==> config.mk <==
export PLATFORM = sky130hd
export DESIGN_NAME = frame_sequencer_envelope_sweep_length_unit_flat
export DESIGN_NICKNAME = d
export VERILOG_FILES = /design/src/rtl/fsesl_pkg.sv /design/src/rtl/fsesl_stream_if.sv /design/src/rtl/fsesl_core.sv /design/src/rtl/frame_sequencer_envelope_sweep_length_unit.sv /design/src/flat_wrapper.sv
export SDC_FILE = /design/constraint.sdc
export NUM_CORES = 1
export LEC_CHECK = 0
export BUFFER_PORTS_ARGS = -buffer_cell sky130_fd_sc_hd__buf_2
export CORE_MARGIN = 5
export CORE_UTILIZATION = 56
export CTS_CLUSTER_DIAMETER = 50
export DETAILED_ROUTE_END_ITERATION = 7
export PLACE_DENSITY = 0.75
export SETUP_SLACK_MARGIN = 0.05
export SKIP_LAST_GASP = 1
export SYNTH_ARGS = -nofsm -noshare
export SYNTH_HDL_FRONTEND = slang
export SYNTH_SLANG_ARGS = --single-unit
export TNS_END_PERCENT = 50
==> constraint.sdc <==
create_clock -name clock -period 7.7 [get_ports clock]
set_input_delay 0 -clock clock [delete_from_list [all_inputs] [get_ports clock]]
set_output_delay 0 -clock clock [all_outputs]
set_load 0.005 [all_outputs]
==> src/rtl/fsesl_pkg.sv <==
// Package for the frame sequencer, envelope, sweep and length unit.
// Holds item types, step thresholds, length and noise tables. No dependencies.
package fsesl_pkg;

   typedef enum logic [1:0] {
      MODE_WRITE   = 2'd0,
      MODE_READ    = 2'd1,
      MODE_ADVANCE = 2'd2,
      MODE_NONE    = 2'd3
   } mode_type;

   localparam logic [4:0] OFF_STATUS = 5'd21;
   localparam logic [4:0] OFF_FRAME  = 5'd23;

   localparam logic [15:0] STEP1_CYCLES = 16'd7457;
   localparam logic [15:0] STEP2_CYCLES = 16'd14912;
   localparam logic [15:0] STEP3_CYCLES = 16'd22371;
   localparam logic [15:0] STEP4_CYCLES = 16'd29828;
   localparam logic [15:0] STEP5_CYCLES = 16'd37281;

   typedef struct packed {
      logic [1:0] mode;
      logic [4:0] reg_offset;
      logic [7:0] write_data;
      logic [4:0] cycle_count;
   } req_type;

   typedef struct packed {
      logic        irq_pulse;
      logic [7:0]  status_byte;
      logic [10:0] pulse1_period;
      logic [3:0]  pulse1_volume;
      logic        pulse1_sounding;
      logic [10:0] pulse2_period;
      logic [3:0]  pulse2_volume;
      logic        pulse2_sounding;
      logic [10:0] triangle_period;
      logic        triangle_sounding;
      logic [8:0]  noise_period;
      logic [3:0]  noise_volume;
   } rsp_type;

   typedef struct packed {
      logic [3:0] divider;
      logic [3:0] counter;
      logic [3:0] level;
      logic       start;
      logic       halt;
      logic       constant;
   } env_type;

   typedef struct packed {
      logic       enabled;
      logic       negate;
      logic       reload;
      logic [3:0] period;
      logic [3:0] counter;
      logic [2:0] shift;
   } sweep_type;

   function automatic logic [7:0] length_lookup(input logic [4:0] i);
      case (i)
         5'd0: length_lookup = 8'h0A;  5'd1: length_lookup = 8'hFE;
         5'd2: length_lookup = 8'h14;  5'd3: length_lookup = 8'h02;
         5'd4: length_lookup = 8'h28;  5'd5: length_lookup = 8'h04;
         5'd6: length_lookup = 8'h50;  5'd7: length_lookup = 8'h06;
         5'd8: length_lookup = 8'hA0;  5'd9: length_lookup = 8'h08;
         5'd10: length_lookup = 8'h3C; 5'd11: length_lookup = 8'h0A;
         5'd12: length_lookup = 8'h0E; 5'd13: length_lookup = 8'h0C;
         5'd14: length_lookup = 8'h1A; 5'd15: length_lookup = 8'h0E;
         5'd16: length_lookup = 8'h0C; 5'd17: length_lookup = 8'h10;
         5'd18: length_lookup = 8'h18; 5'd19: length_lookup = 8'h12;
         5'd20: length_lookup = 8'h30; 5'd21: length_lookup = 8'h14;
         5'd22: length_lookup = 8'h60; 5'd23: length_lookup = 8'h16;
         5'd24: length_lookup = 8'hC0; 5'd25: length_lookup = 8'h18;
         5'd26: length_lookup = 8'h48; 5'd27: length_lookup = 8'h1A;
         5'd28: length_lookup = 8'h10; 5'd29: length_lookup = 8'h1C;
         5'd30: length_lookup = 8'h20; default: length_lookup = 8'h1E;
      endcase
   endfunction

   function automatic logic [8:0] noise_lookup(input logic [3:0] i);
      case (i)
         4'd0: noise_lookup = 9'h1AC;  4'd1: noise_lookup = 9'h17C;
         4'd2: noise_lookup = 9'h154;  4'd3: noise_lookup = 9'h140;
         4'd4: noise_lookup = 9'h11E;  4'd5: noise_lookup = 9'h0FE;
         4'd6: noise_lookup = 9'h0E2;  4'd7: noise_lookup = 9'h0D6;
         4'd8: noise_lookup = 9'h0BE;  4'd9: noise_lookup = 9'h0A0;
         4'd10: noise_lookup = 9'h08E; 4'd11: noise_lookup = 9'h080;
         4'd12: noise_lookup = 9'h06A; 4'd13: noise_lookup = 9'h054;
         4'd14: noise_lookup = 9'h048; default: noise_lookup = 9'h036;
      endcase
   endfunction

endpackage

==> src/rtl/fsesl_stream_if.sv <==
// Valid/ready channel carrying one packed beat.
// Payload type is given by the instantiating code; no dependencies.
interface fsesl_stream_if #(parameter type payload_type = logic);
   logic        valid;
   logic        ready;
   payload_type payload;
   modport source (output valid, output payload, input ready);
   modport sink   (input valid, input payload, output ready);
endinterface

==> src/rtl/fsesl_core.sv <==
// Single-pass update of all sequencer and channel state for one beat.
// Depends on fsesl_pkg.
module fsesl_core (
   input  logic              clock,
   input  logic              reset,
   input  logic              step,
   input  fsesl_pkg::req_type req,
   output fsesl_pkg::rsp_type rsp
);
   import fsesl_pkg::*;

   logic [15:0] frame_cycles_ff, frame_cycles_in;
   logic [2:0]  countdown_ff, countdown_in;
   logic [2:0]  sub_ff, sub_in;
   logic [15:0] thresh_ff, thresh_in;
   logic        five_ff, five_in, inhibit_ff, inhibit_in, irqf_ff, irqf_in;
   logic [10:0] wave_ff [2], wave_in [2];
   sweep_type   sweep_ff [2], sweep_in [2];
   logic [7:0]  len_ff [4], len_in [4];
   logic [3:0]  dis_ff, dis_in;
   env_type     env_ff [3], env_in [3];
   logic [3:0]  vol_ff [3], vol_in [3];
   logic [6:0]  lin_ff, lin_in, trel_ff, trel_in;
   logic [10:0] twave_ff, twave_in;
   logic        thalt_ff, thalt_in, treload_ff, treload_in;
   logic [8:0]  noise_ff, noise_in;

   logic        irq;
   logic [7:0]  status;
   logic        qclk, hclk;
   logic [16:0] fc_sum;
   logic [15:0] fc_adv;
   logic [2:0]  sub_next;
   logic [11:0] sw_w [2];
   logic [11:0] sw_d;
   logic [7:0]  v;

   always_comb begin
      frame_cycles_in = frame_cycles_ff;  countdown_in = countdown_ff;
      sub_in = sub_ff;  thresh_in = thresh_ff;  five_in = five_ff;
      inhibit_in = inhibit_ff;  irqf_in = irqf_ff;
      wave_in = wave_ff;  sweep_in = sweep_ff;  len_in = len_ff;
      dis_in = dis_ff;  env_in = env_ff;  vol_in = vol_ff;
      lin_in = lin_ff;  trel_in = trel_ff;  twave_in = twave_ff;
      thalt_in = thalt_ff;  treload_in = treload_ff;  noise_in = noise_ff;
      irq = 1'b0;  status = 8'd0;  qclk = 1'b0;  hclk = 1'b0;
      fc_sum = 17'd0;  fc_adv = 16'd0;  sub_next = 3'd0;  sw_d = 12'd0;
      sw_w[0] = 12'd0;  sw_w[1] = 12'd0;
      v = req.write_data;

      case (mode_type'(req.mode))
         MODE_WRITE: begin
            if (req.reg_offset < 5'd8) begin
               for (int c = 0; c < 2; c++) begin
                  if (req.reg_offset[2] == c[0]) begin
                     case (req.reg_offset[1:0])
                        2'd0: begin
                           env_in[c].halt = v[5];
                           env_in[c].constant = v[4];
                           env_in[c].divider = v[3:0];
                        end
                        2'd1: begin
                           sweep_in[c].enabled = v[7];
                           sweep_in[c].negate = v[3];
                           sweep_in[c].period = {1'b0, v[6:4]} + 4'd1;
                           sweep_in[c].shift = v[2:0];
                           sweep_in[c].reload = 1'b1;
                        end
                        2'd2: wave_in[c] = {wave_ff[c][10:8], v};
                        default: begin
                           wave_in[c] = {v[2:0], wave_ff[c][7:0]};
                           env_in[c].start = 1'b1;
                           if (!dis_ff[c]) len_in[c] = length_lookup(v[7:3]);
                        end
                     endcase
                  end
               end
            end else begin
               case (req.reg_offset)
                  5'd8: begin
                     thalt_in = v[7];
                     trel_in = v[6:0];
                  end
                  5'd10: twave_in = {twave_ff[10:8], v};
                  5'd11: begin
                     twave_in = {v[2:0], twave_ff[7:0]};
                     treload_in = 1'b1;
                     if (!dis_ff[2]) len_in[2] = length_lookup(v[7:3]);
                  end
                  5'd12: begin
                     env_in[2].halt = v[5];
                     env_in[2].constant = v[4];
                     env_in[2].divider = v[3:0];
                  end
                  5'd14: noise_in = noise_lookup(v[3:0]);
                  5'd15: begin
                     if (!dis_ff[3]) len_in[3] = length_lookup(v[7:3]);
                     env_in[2].start = 1'b1;
                  end
                  OFF_STATUS: begin
                     for (int i = 0; i < 4; i++) begin
                        dis_in[i] = !v[i];
                        if (!v[i]) len_in[i] = 8'd0;
                     end
                  end
                  OFF_FRAME: begin
                     inhibit_in = v[6];
                     if (v[6]) irqf_in = 1'b0;
                     five_in = v[7];
                     hclk = v[7];
                     countdown_in = frame_cycles_ff[0] ? 3'd4 : 3'd3;
                  end
                  default: ;
               endcase
            end
         end
         MODE_READ: begin
            if (req.reg_offset == OFF_STATUS) begin
               for (int i = 0; i < 4; i++) status[i] = (len_ff[i] != 8'd0);
               status[6] = irqf_ff;
               irqf_in = 1'b0;
            end
         end
         MODE_ADVANCE: begin
            if (countdown_ff != 3'd0 && req.cycle_count >= {2'b00, countdown_ff}) begin
               sub_in = 3'd0;
               thresh_in = STEP1_CYCLES;
               fc_sum = {12'd0, req.cycle_count - {2'b00, countdown_ff}};
               countdown_in = 3'd0;
            end else begin
               if (countdown_ff != 3'd0)
                  countdown_in = countdown_ff - req.cycle_count[2:0];
               fc_sum = {1'b0, frame_cycles_ff} + {12'd0, req.cycle_count};
            end
            fc_adv = fc_sum[16] ? 16'hFFFF : fc_sum[15:0];
            frame_cycles_in = fc_adv;
            if (fc_adv >= thresh_in) begin
               sub_next = sub_in + 3'd1;
               if (sub_next <= 3'd3) begin
                  sub_in = sub_next;
                  case (sub_next)
                     3'd1: begin thresh_in = STEP2_CYCLES; qclk = 1'b1; end
                     3'd2: begin thresh_in = STEP3_CYCLES; hclk = 1'b1; end
                     default: begin
                        thresh_in = five_ff ? STEP5_CYCLES : STEP4_CYCLES;
                        qclk = 1'b1;
                     end
                  endcase
               end else begin
                  if (!five_ff && !inhibit_ff) begin
                     irq = !irqf_ff;
                     irqf_in = 1'b1;
                  end
                  hclk = 1'b1;
                  sub_in = 3'd0;
                  thresh_in = STEP1_CYCLES;
                  if (five_ff)
                     frame_cycles_in = (fc_adv >= STEP5_CYCLES) ? fc_adv - STEP5_CYCLES : 16'd0;
                  else
                     frame_cycles_in = (fc_adv >= STEP4_CYCLES) ? fc_adv - STEP4_CYCLES : 16'd0;
               end
            end
         end
         default: ;
      endcase

      if (qclk || hclk) begin
         for (int e = 0; e < 3; e++) begin
            if (env_in[e].start) begin
               env_in[e].level = 4'd15;
               env_in[e].counter = env_in[e].divider;
               env_in[e].start = 1'b0;
            end else if (env_in[e].counter != 4'd0) begin
               env_in[e].counter = env_in[e].counter - 4'd1;
            end else begin
               env_in[e].counter = env_in[e].divider;
               if (env_in[e].level == 4'd0) begin
                  if (env_in[e].halt) env_in[e].level = 4'd15;
               end else begin
                  env_in[e].level = env_in[e].level - 4'd1;
               end
            end
            vol_in[e] = env_in[e].constant ? env_in[e].divider : env_in[e].level;
         end
         if (treload_in) lin_in = trel_in;
         else if (lin_in != 7'd0) lin_in = lin_in - 7'd1;
         if (!thalt_in) treload_in = 1'b0;
      end
      if (hclk) begin
         if (!env_in[0].halt && len_in[0] != 8'd0) len_in[0] = len_in[0] - 8'd1;
         if (!env_in[1].halt && len_in[1] != 8'd0) len_in[1] = len_in[1] - 8'd1;
         if (!env_in[2].halt && len_in[3] != 8'd0) len_in[3] = len_in[3] - 8'd1;
         if (!thalt_in && len_in[2] != 8'd0) len_in[2] = len_in[2] - 8'd1;
         for (int c = 0; c < 2; c++) begin
            if (sweep_in[c].enabled) begin
               if (sweep_in[c].reload) begin
                  sweep_in[c].counter = sweep_in[c].period;
                  sweep_in[c].reload = 1'b0;
               end else if (sweep_in[c].counter != 4'd0) begin
                  sweep_in[c].counter = sweep_in[c].counter - 4'd1;
               end else begin
                  sw_d = {1'b0, wave_in[c] >> sweep_in[c].shift};
                  if (sweep_in[c].negate)
                     sw_w[c] = {1'b0, wave_in[c]} - sw_d - ((c == 0) ? 12'd1 : 12'd0);
                  else
                     sw_w[c] = {1'b0, wave_in[c]} + sw_d;
                  if (sw_w[c][11] || sw_w[c] < 12'd8) wave_in[c] = 11'd0;
                  else wave_in[c] = sw_w[c][10:0];
                  sweep_in[c].counter = sweep_in[c].period;
               end
            end
         end
      end
   end

   always_ff @(posedge clock) begin
      if (reset) begin
         frame_cycles_ff <= '0;  countdown_ff <= '0;  sub_ff <= '0;  thresh_ff <= '0;
         five_ff <= 1'b0;  inhibit_ff <= 1'b0;  irqf_ff <= 1'b0;
         wave_ff[0] <= '0;  wave_ff[1] <= '0;  sweep_ff[0] <= '0;  sweep_ff[1] <= '0;
         for (int i = 0; i < 4; i++) len_ff[i] <= '0;
         dis_ff <= '0;
         for (int e = 0; e < 3; e++) begin
            env_ff[e] <= '0;
            vol_ff[e] <= '0;
         end
         lin_ff <= '0;  trel_ff <= '0;  twave_ff <= '0;
         thalt_ff <= 1'b0;  treload_ff <= 1'b0;  noise_ff <= '0;
      end else if (step) begin
         frame_cycles_ff <= frame_cycles_in;  countdown_ff <= countdown_in;
         sub_ff <= sub_in;  thresh_ff <= thresh_in;  five_ff <= five_in;
         inhibit_ff <= inhibit_in;  irqf_ff <= irqf_in;
         wave_ff <= wave_in;  sweep_ff <= sweep_in;  len_ff <= len_in;
         dis_ff <= dis_in;  env_ff <= env_in;  vol_ff <= vol_in;
         lin_ff <= lin_in;  trel_ff <= trel_in;  twave_ff <= twave_in;
         thalt_ff <= thalt_in;  treload_ff <= treload_in;  noise_ff <= noise_in;
      end
   end

   always_comb begin
      rsp.irq_pulse = irq;
      rsp.status_byte = status;
      rsp.pulse1_period = wave_in[0];
      rsp.pulse1_volume = vol_in[0];
      rsp.pulse1_sounding = (wave_in[0] > 11'd2) && (len_in[0] != 8'd0);
      rsp.pulse2_period = wave_in[1];
      rsp.pulse2_volume = vol_in[1];
      rsp.pulse2_sounding = (wave_in[1] > 11'd2) && (len_in[1] != 8'd0);
      rsp.triangle_period = twave_in;
      rsp.triangle_sounding = (twave_in > 11'd2) && (len_in[2] != 8'd0) && (lin_in != 7'd0);
      rsp.noise_period = (len_in[3] != 8'd0) ? noise_in : 9'd0;
      rsp.noise_volume = vol_in[2];
   end

endmodule

==> src/rtl/frame_sequencer_envelope_sweep_length_unit.sv <==
// Top level: input register, single-pass core, result register.
// Depends on fsesl_pkg, fsesl_stream_if and fsesl_core.
//
//   channel   dir   beat
//   req       in    mode, reg_offset, write_data, cycle_count
//   rsp       out   irq_pulse, status_byte, periods, volumes, gates
//
// One beat per cycle while the result register is not stalled; a beat is taken into the
// input register, then the core updates state and loads the result register
// once that register is free. The input register holds while the result register is full
// and stalled. Synchronous reset clears all sequencer and channel state.
module frame_sequencer_envelope_sweep_length_unit (
   input logic clock,
   input logic reset,
   fsesl_stream_if.sink   req,
   fsesl_stream_if.source rsp
);
   import fsesl_pkg::*;

   logic    in_valid_ff, out_valid_ff;
   req_type in_data_ff;
   rsp_type out_data_ff, core_rsp;
   logic    advance;

   assign advance = in_valid_ff && (!out_valid_ff || rsp.ready);
   assign req.ready = !in_valid_ff || advance;

   fsesl_core u_core (
      .clock (clock),
      .reset (reset),
      .step  (advance),
      .req   (in_data_ff),
      .rsp   (core_rsp)
   );

   always_ff @(posedge clock) begin
      if (reset) begin
         in_valid_ff <= 1'b0;
         out_valid_ff <= 1'b0;
      end else begin
         if (req.ready) in_valid_ff <= req.valid;
         if (advance) out_valid_ff <= 1'b1;
         else if (rsp.ready) out_valid_ff <= 1'b0;
      end
   end

   always_ff @(posedge clock) begin
      if (req.valid && req.ready) in_data_ff <= req.payload;
      if (advance) out_data_ff <= core_rsp;
   end

   assign rsp.valid = out_valid_ff;
   assign rsp.payload = out_data_ff;

   a_hold: assert property (@(posedge clock) disable iff (reset)
      out_valid_ff && !rsp.ready |=> out_valid_ff && $stable(out_data_ff))
      else $error("result dropped under stall");
   a_adv: assert property (@(posedge clock) disable iff (reset)
      advance |=> out_valid_ff)
      else $error("result not loaded");
   a_status: assert property (@(posedge clock) disable iff (reset)
      advance && in_data_ff.mode != MODE_READ |-> core_rsp.status_byte == 8'd0)
      else $error("status outside read");

endmodule

==> src/flat_wrapper.sv <==
// flat-port wrapper written by rule: the top's interface ports become plain ports
module frame_sequencer_envelope_sweep_length_unit_flat import fsesl_pkg::*;
  (clock, reset, req_valid, req_payload, req_ready, rsp_valid, rsp_payload, rsp_ready);
  fsesl_stream_if #(.payload_type(req_type)) req_i ();
  fsesl_stream_if #(.payload_type(rsp_type)) rsp_i ();
  input logic clock;
  input logic reset;
  input wire logic [$bits(req_i.valid)-1:0] req_valid;
  input wire logic [$bits(req_i.payload)-1:0] req_payload;
  output wire logic [$bits(req_i.ready)-1:0] req_ready;
  output wire logic [$bits(rsp_i.valid)-1:0] rsp_valid;
  output wire logic [$bits(rsp_i.payload)-1:0] rsp_payload;
  input wire logic [$bits(rsp_i.ready)-1:0] rsp_ready;
  assign req_i.valid = req_valid;
  assign req_i.payload = req_payload;
  assign req_ready = req_i.ready;
  assign rsp_valid = rsp_i.valid;
  assign rsp_payload = rsp_i.payload;
  assign rsp_i.ready = rsp_ready;
  frame_sequencer_envelope_sweep_length_unit u_core (.clock(clock), .reset(reset), .req(req_i), .rsp(rsp_i));
endmodule
After elaboration in Yosys (flattened, before gate mapping) --
Memory sizes are Yosys's and may differ from the RTL's. A register that Yosys moved wholly into a read port is not among the register bits. Cells that the tools add are included.
Word-level totals: bits in read-only memories 1024, memories 5, logic and storage cells 393, register bits 305, input port bits 24
Memory list:
- (no name shown) | words 32, width 7, rd ports 1, clocked after memory_dff 1, write ports 0, RTL line fsesl_pkg.sv:62 | case (i)
- (no name shown) | words 32, width 7, rd ports 1, clocked after memory_dff 1, write ports 0, RTL line fsesl_pkg.sv:62
- (no name shown) | words 32, width 7, rd ports 1, clocked after memory_dff 1, write ports 0, RTL line fsesl_pkg.sv:62
- (no name shown) | words 32, width 7, rd ports 1, clocked after memory_dff 1, write ports 0, RTL line fsesl_pkg.sv:62
- (no name shown) | words 16, width 8, rd ports 1, clocked after memory_dff 1, write ports 0, RTL line fsesl_pkg.sv:83 | case (i)
Cells by class: shift operators 2, multiplexer cells 183, bitwise gates (word level) 4, equality and inequality tests 22, reduce and logical (&&, ||, !) cells 70, add/subtract/negate cells 25, order comparisons 11
Operator list (number):
- two-way mux 16 bit | 14
- two-way mux 8 bit | 19
- two-way mux 11 bit | 12
- two-way mux 12 bit | 11
- two-way mux 4 bit | 28
- two-way mux 7 bit | 15
- nonzero test 8 bit | 12
- two-way mux 22 bit | 3
- case mux 11 bit (2 select lines) | 3
- two-way mux 32 bit | 2
- two-way mux 3 bit | 20
- two-way mux 1 bit | 36
- two-way mux 17 bit | 2
- > comparator 11 x 2 -> 1 bit, second input constant | 3
- case mux 16 bit (2 select lines) | 1
- case mux 8 bit (2 select lines) | 2
- subtractor 4 x 1 -> 4 bit, second input constant | 8
- subtractor 8 x 1 -> 8 bit, second input constant | 4
- == test 5 x 4 -> 1 bit, second input constant | 6
- two-way mux 9 bit | 3
- adder 11 x 11 -> 12 bit | 2
- less-than comparator 12 x 4 -> 1 bit, second input constant | 2
- subtractor 11 x 11 -> 12 bit | 2
- >> shifter 11 x 3 -> 11 bit | 2
- 47 further kinds | 105

Depth between registers and ports, before layout --
depth after elaboration 23, mapped depth 29, gate-level depth less buffers 25

Modules after synthesis --
Synthesis repeated with hierarchy kept, for this count alone.
Unflattened totals: cell total of the unflattened synthesis 2631, area total of the unflattened synthesis 21270.4 um^2
Modules (own cells, without submodules):
- fsesl_core | cells an instance 2535, times used 1, seq. area each 4404.2 um^2, area an instance 18584.1 um^2
- frame_sequencer_envelope_sweep_length_unit | cells an instance 96, times used 1, seq. area each 2622.5 um^2, area an instance 2686.3 um^2

Least setup slack after synthesis --
No wires, ideal clock.
kind reg-to-reg, from reg u_core.in_data_ff[19] (netlist bit), to reg u_core.u_core.wave_ff[11] (netlist bit), setup slack 1.838 ns, arrival 5.747 ns, cell stages (with the launch flop) 26, clock period less this slack 5.862 ns, path buffers 4, required time 7.585 ns, cells stage by stage edfxtp_1 -> buf_6 -> or2_2 -> clkbuf_1 -> or4_1 -> clkbuf_1 -> nor2_1 -> mux2i_1 -> clkbuf_1 -> o211ai_1 -> o211ai_1 -> and2_1 -> inv_1 -> ha_1 -> fa_1 -> a21oi_1 -> o21a_1 -> o21bai_1 -> a21oi_1 -> mux2i_1 -> xnor2_1 -> or4_1 -> nor2_1 -> a41oi_1 -> a31o_2 -> o21a_1
RTL lines:
- from (decl) | RTL line frame_sequencer_envelope_sweep_length_unit.sv:21 | req_type in_data_ff;
- from (signal assigned) | RTL line frame_sequencer_envelope_sweep_length_unit.sv:48 | if (req.valid && req.ready) in_data_ff <= req.payload;
- to (signal assigned) | RTL line fsesl_core.sv:233 | wave_ff <= wave_in; sweep_ff <= sweep_in; len_ff <= len_in;
- to (decl) | RTL line fsesl_core.sv:17 | logic [10:0] wave_ff [2], wave_in [2];

==> metrics.cfg <==
[hold_path]
hold_path.class=in -> reg
hp-start=req_payload[2]

[detailed_routing]
first_pass_iters=6
num_vias=19120
ant_nets=0
drc_errors=0
detail_route.wl_per_cell_um=19.01
drt_iter0_drc=2011
wl_um=58670
routed_via_density=6.192

[sta]
skew_ns=0.02566
worst_pin_slew_ns=1.143
finalHoldViolations=0
setup_viol_count_final=0
max_freq_mhz=149.8
slew_viol_final=0
setup-tns-final_ns=0
max-slew-margin-rel_pct=23.23
rsz0062_at_grt=no
fin_crit_sh_pct=86.72
fin_crit_ns=6.678

[placed_design]
io_buffer_count=88
dp.final_hpwl_um=41430
place_congestion=0.9706
post-place-cells=2987

[power_and_ir_drop]
combPwrFrac_pct=16.7
p_sw_mw=1.292
p_int_mw=3.157
switching_share_pct=29.04
pwr-share-seq_pct=41.7
p_leak_nw=9.267
ir_drop_mv=0.1444
power_density_nw_per_um2=193.9
pwr-share-clk_pct=41.6

[grt]
grt_pass1_wl_um=94270
antenna_found_initial=0
track_usage_pct=27.84
grt_pass1_vias=18020
overflow=0
grt_start_max_net_pins=93

[die]
die_h_um=201.5
initial_utilization_pct=56.34
dieArea_sq_um=40580
die_w_um=201.5
core.rowCount=70
ios=92
core_sq_um=36430

[logic_synthesis]
synth_cell_types=95
synthFlopType=dfxtp_1
netlist.area_leader.share_pct=23.11
ys_ff_latch=320
ys_warn_count=0
synth-edff-count=83
ys_seq_area_share_pct=35.26
syn_area_sq_um=20530
synth_most_common_cell=nor2_1
synthArstFlopShare_pct=0
avgSynthCellArea_sq_um=8.146
syn_inst=2520
synth.area.top_cells=dfxtp_1, edfxtp_1, ha_1, nor2_1, mux2i_1
synth_common_cells=nor2_1, nand2_1, dfxtp_1
synth_top_cell_by_area=dfxtp_1

[final_layout]
syn_to_final_growth_pct=11.77
drive_gt1_share_pct=10.84
n_antenna_cell=0
fillers=3140
ff_latch_area_sq_um=7237
layout.cells.non_filler=3087
multi_input_area_sq_um=12300
nNetsFinal=2718

[worst_setup_path]
critical_path_class=reg -> reg
cp-startpoint=u_core.in_data_ff[18]
cp_slowest_stage_delay_ns=0.84
cp.required_ns=7.98
r2r-start=u_core.in_data_ff[18]
start_kind=register
critPathArrivalTime_ns=6.96
cp_max_fo=16
endpoint_kind=register
slowest_stage=or4b_1
critPathTopFamily=compound AO/OA/AOI/OAI gates
path_cells=or4b_1 > nor2_8 > mux2i_1 > clkinv_1 > o211ai_1 > o211ai_1 > a211oi_2 > nor2_1 > xor2_1 > ha_1 > o21a_1 > o21a_1 > o21ai_0 > nand2b_1 > nand2_1 > o21ai_1 > xor2_1 > xnor2_1 > o311a_1 > a21oi_2 > a31oi_1
cp_num_buf_inv=1

[cts]
numCtsBuffers=40
clk_pin_slew_ns=0.06
cts_tree=done
cts_root_buf=clkbuf_16
insertion_delay_ns=0.57
cts.sinks=320
cts_resized=0
clockBufferDepth=3
cts_setup_buffers=0
cts_htree_levels=2

[run]
maxCapViolations=0

[run_status]
status=finished, final reports clean

worst register-to-register path: stages, from the launching register on:
cell,delay [ns]
edfxtp_1,0.66
or4b_1,0.85
nor2_8,0.28
mux2i_1,0.58
clkinv_1,0.42
o211ai_1,0.34
o211ai_1,0.22
a211oi_2,0.50
nor2_1,0.10
xor2_1,0.16
ha_1,0.33
o21a_1,0.13
o21a_1,0.19
o21ai_0,0.20
nand2b_1,0.09
nand2_1,0.11
o21ai_1,0.09
xor2_1,0.29
xnor2_1,0.17
o311a_1,0.38
a21oi_2,0.18
a31oi_1,0.11
cells in the final DEF (no fill, tap or decap), types with 8 or more instances in the layout:
cell type | Yosys | layout
a21o_1 | 21 | 21
o21bai_1 | 13 | 13
edfxtp_1 | 83 | 83
o31ai_1 | 17 | 17
buf_4 | 4 | 41
nand4_1 | 20 | 20
dfxtp_1 | 237 | 237
o2111ai_1 | 9 | 9
or2_2 | 11 | 11
xor2_1 | 28 | 28
dlygate4sd3_1 | 0 | 26
clkbuf_16 | 0 | 42
a31oi_1 | 26 | 26
a21oi_1 | 208 | 208
inv_1 | 126 | 125
o211ai_1 | 21 | 21
nand2_1 | 291 | 291
o21a_1 | 23 | 23
or4_1 | 10 | 10
a211oi_1 | 68 | 68
mux2_2 | 39 | 39
mux2i_1 | 110 | 110
and3_1 | 21 | 21
and2_1 | 15 | 15
nor2_1 | 325 | 325
nor3_1 | 79 | 79
ha_1 | 101 | 101
or3_1 | 11 | 11
a22oi_1 | 37 | 37
nand3_1 | 51 | 51
o21ai_0 | 129 | 129
buf_2 | 3 | 87
a22o_1 | 8 | 8
xnor2_1 | 48 | 48
nand2b_1 | 24 | 23
nand3b_1 | 12 | 12
nor3b_1 | 8 | 8
nor4_1 | 16 | 15
o22ai_1 | 18 | 18
cells by family (layout without fill, tap and decap cells):
family | Yosys count | after routing | synth area share, %
adder cells (fa/ha/maj) | 107 | 107 | 6.741
flip-flops | 320 | 320 | 35.26
buffers and inverters | 260 | 357 | 4.919
AND/OR/NAND/NOR | 921 | 921 | 20.35
other | 1 | 3 | 0.01827
XOR/XNOR | 77 | 77 | 3.322
multiplexers | 152 | 152 | 7.832
AO/OA/AOI/OAI | 682 | 682 | 21.57
state kept, by name, indices dropped and copies added (netlist names), named ones only:
| signal | flops |
|---|---|
| u_core.u_core.frame_cycles_ff | 16 |
| u_core.u_core.trel_ff | 7 |
| u_core.rsp.valid | 1 |
| u_core.u_core.treload_ff | 1 |
| u_core.u_core.len_ff | 32 |
| u_core.u_core.sub_ff | 3 |
| u_core.u_core.irqf_ff | 1 |
| u_core.u_core.inhibit_ff | 1 |
| u_core.u_core.sweep_ff | 28 |
| u_core.in_data_ff | 20 |
| u_core.u_core.thalt_ff | 1 |
| u_core.u_core.five_ff | 1 |
| u_core.u_core.dis_ff | 4 |
| u_core.u_core.lin_ff | 7 |
| u_core.u_core.env_ff | 45 |
| u_core.u_core.countdown_ff | 3 |
| u_core.in_valid_ff | 1 |
| u_core.u_core.twave_ff | 11 |
| u_core.u_core.vol_ff | 12 |
| u_core.u_core.noise_ff | 9 |
| u_core.u_core.wave_ff | 22 |
| u_core.u_core.thresh_ff | 16 |
| u_core.rsp.payload | 63 |
final timing paths:
check	end	slack [ns]	cells past startpoint
setup / recovery	u_core.rsp.payload[25]	1.02	21
setup reg to reg	u_core.rsp.payload[25]	1.02	21
hold reg to reg	u_core.u_core.noise_ff[4]	0.45	2
hold / removal	u_core.in_data_ff[2]	0.14	2
area by class of cell:
cell class	instances	area share (%)
Timing Repair Buffer	155	4.423
Inverter	128	2.116
Tap cell	468	2.552
Clock buffer	54	5.083
Multi-Input combinational cell	1942	53.60
Clock inverter	20	0.6817
Sequential cell	320	31.54
through the flow:
stage / worst slack [ns] / hold WS, ns / power, mW / util [%] / instance area, sq um
4_1_cts: 1.177 / 0.1169 / 4.469 / 62.97 / 22940
5_1_grt: 0.5674 / 0.1439 / 4.635 / 62.97 / 22940
6_report: 1.022 / 0.1438 / 4.449 / 62.97 / 22940
2_1_floorplan: 1.838 / 0.09887 / 2.409 / - / 20530
3_5_place_dp: 1.209 / 0.1787 / 2.608 / 58.63 / 21360
3_3_place_gp: 1.364 / 0.1808 / 2.591 / 58.63 / 21360
power groups by stage:
| stage | logic (mW) | clock network [mW] | registers [mW] |
|---|---|---|---|
| 4_1_cts | 0.735 | 1.88 | 1.85 |
| 5_1_grt | 0.821 | 1.95 | 1.86 |
| 6_report | 0.743 | 1.85 | 1.86 |
| 3_3_place_gp | 0.704 | 0 | 1.89 |
| 3_5_place_dp | 0.720 | 0 | 1.89 |
| 2_1_floorplan | 0.547 | 0 | 1.86 |
metal layers:
metal	vias up	GRT usage (%)	part of all wire (%)
met2	758	44.68	46
met1	9048	38.81	44
met4	0	9.131	2.7
met5	-	0	0
li1	9196	-	-
met3	113	4.142	7.5
repair_timing:
item                                    in CTS  in global routing
hold buffers                                26                  0
endpoints found under the setup margin       0                  0
hold endpoints to repair                    81                  0
No activity file was read; power rests on OpenSTA's default activity.
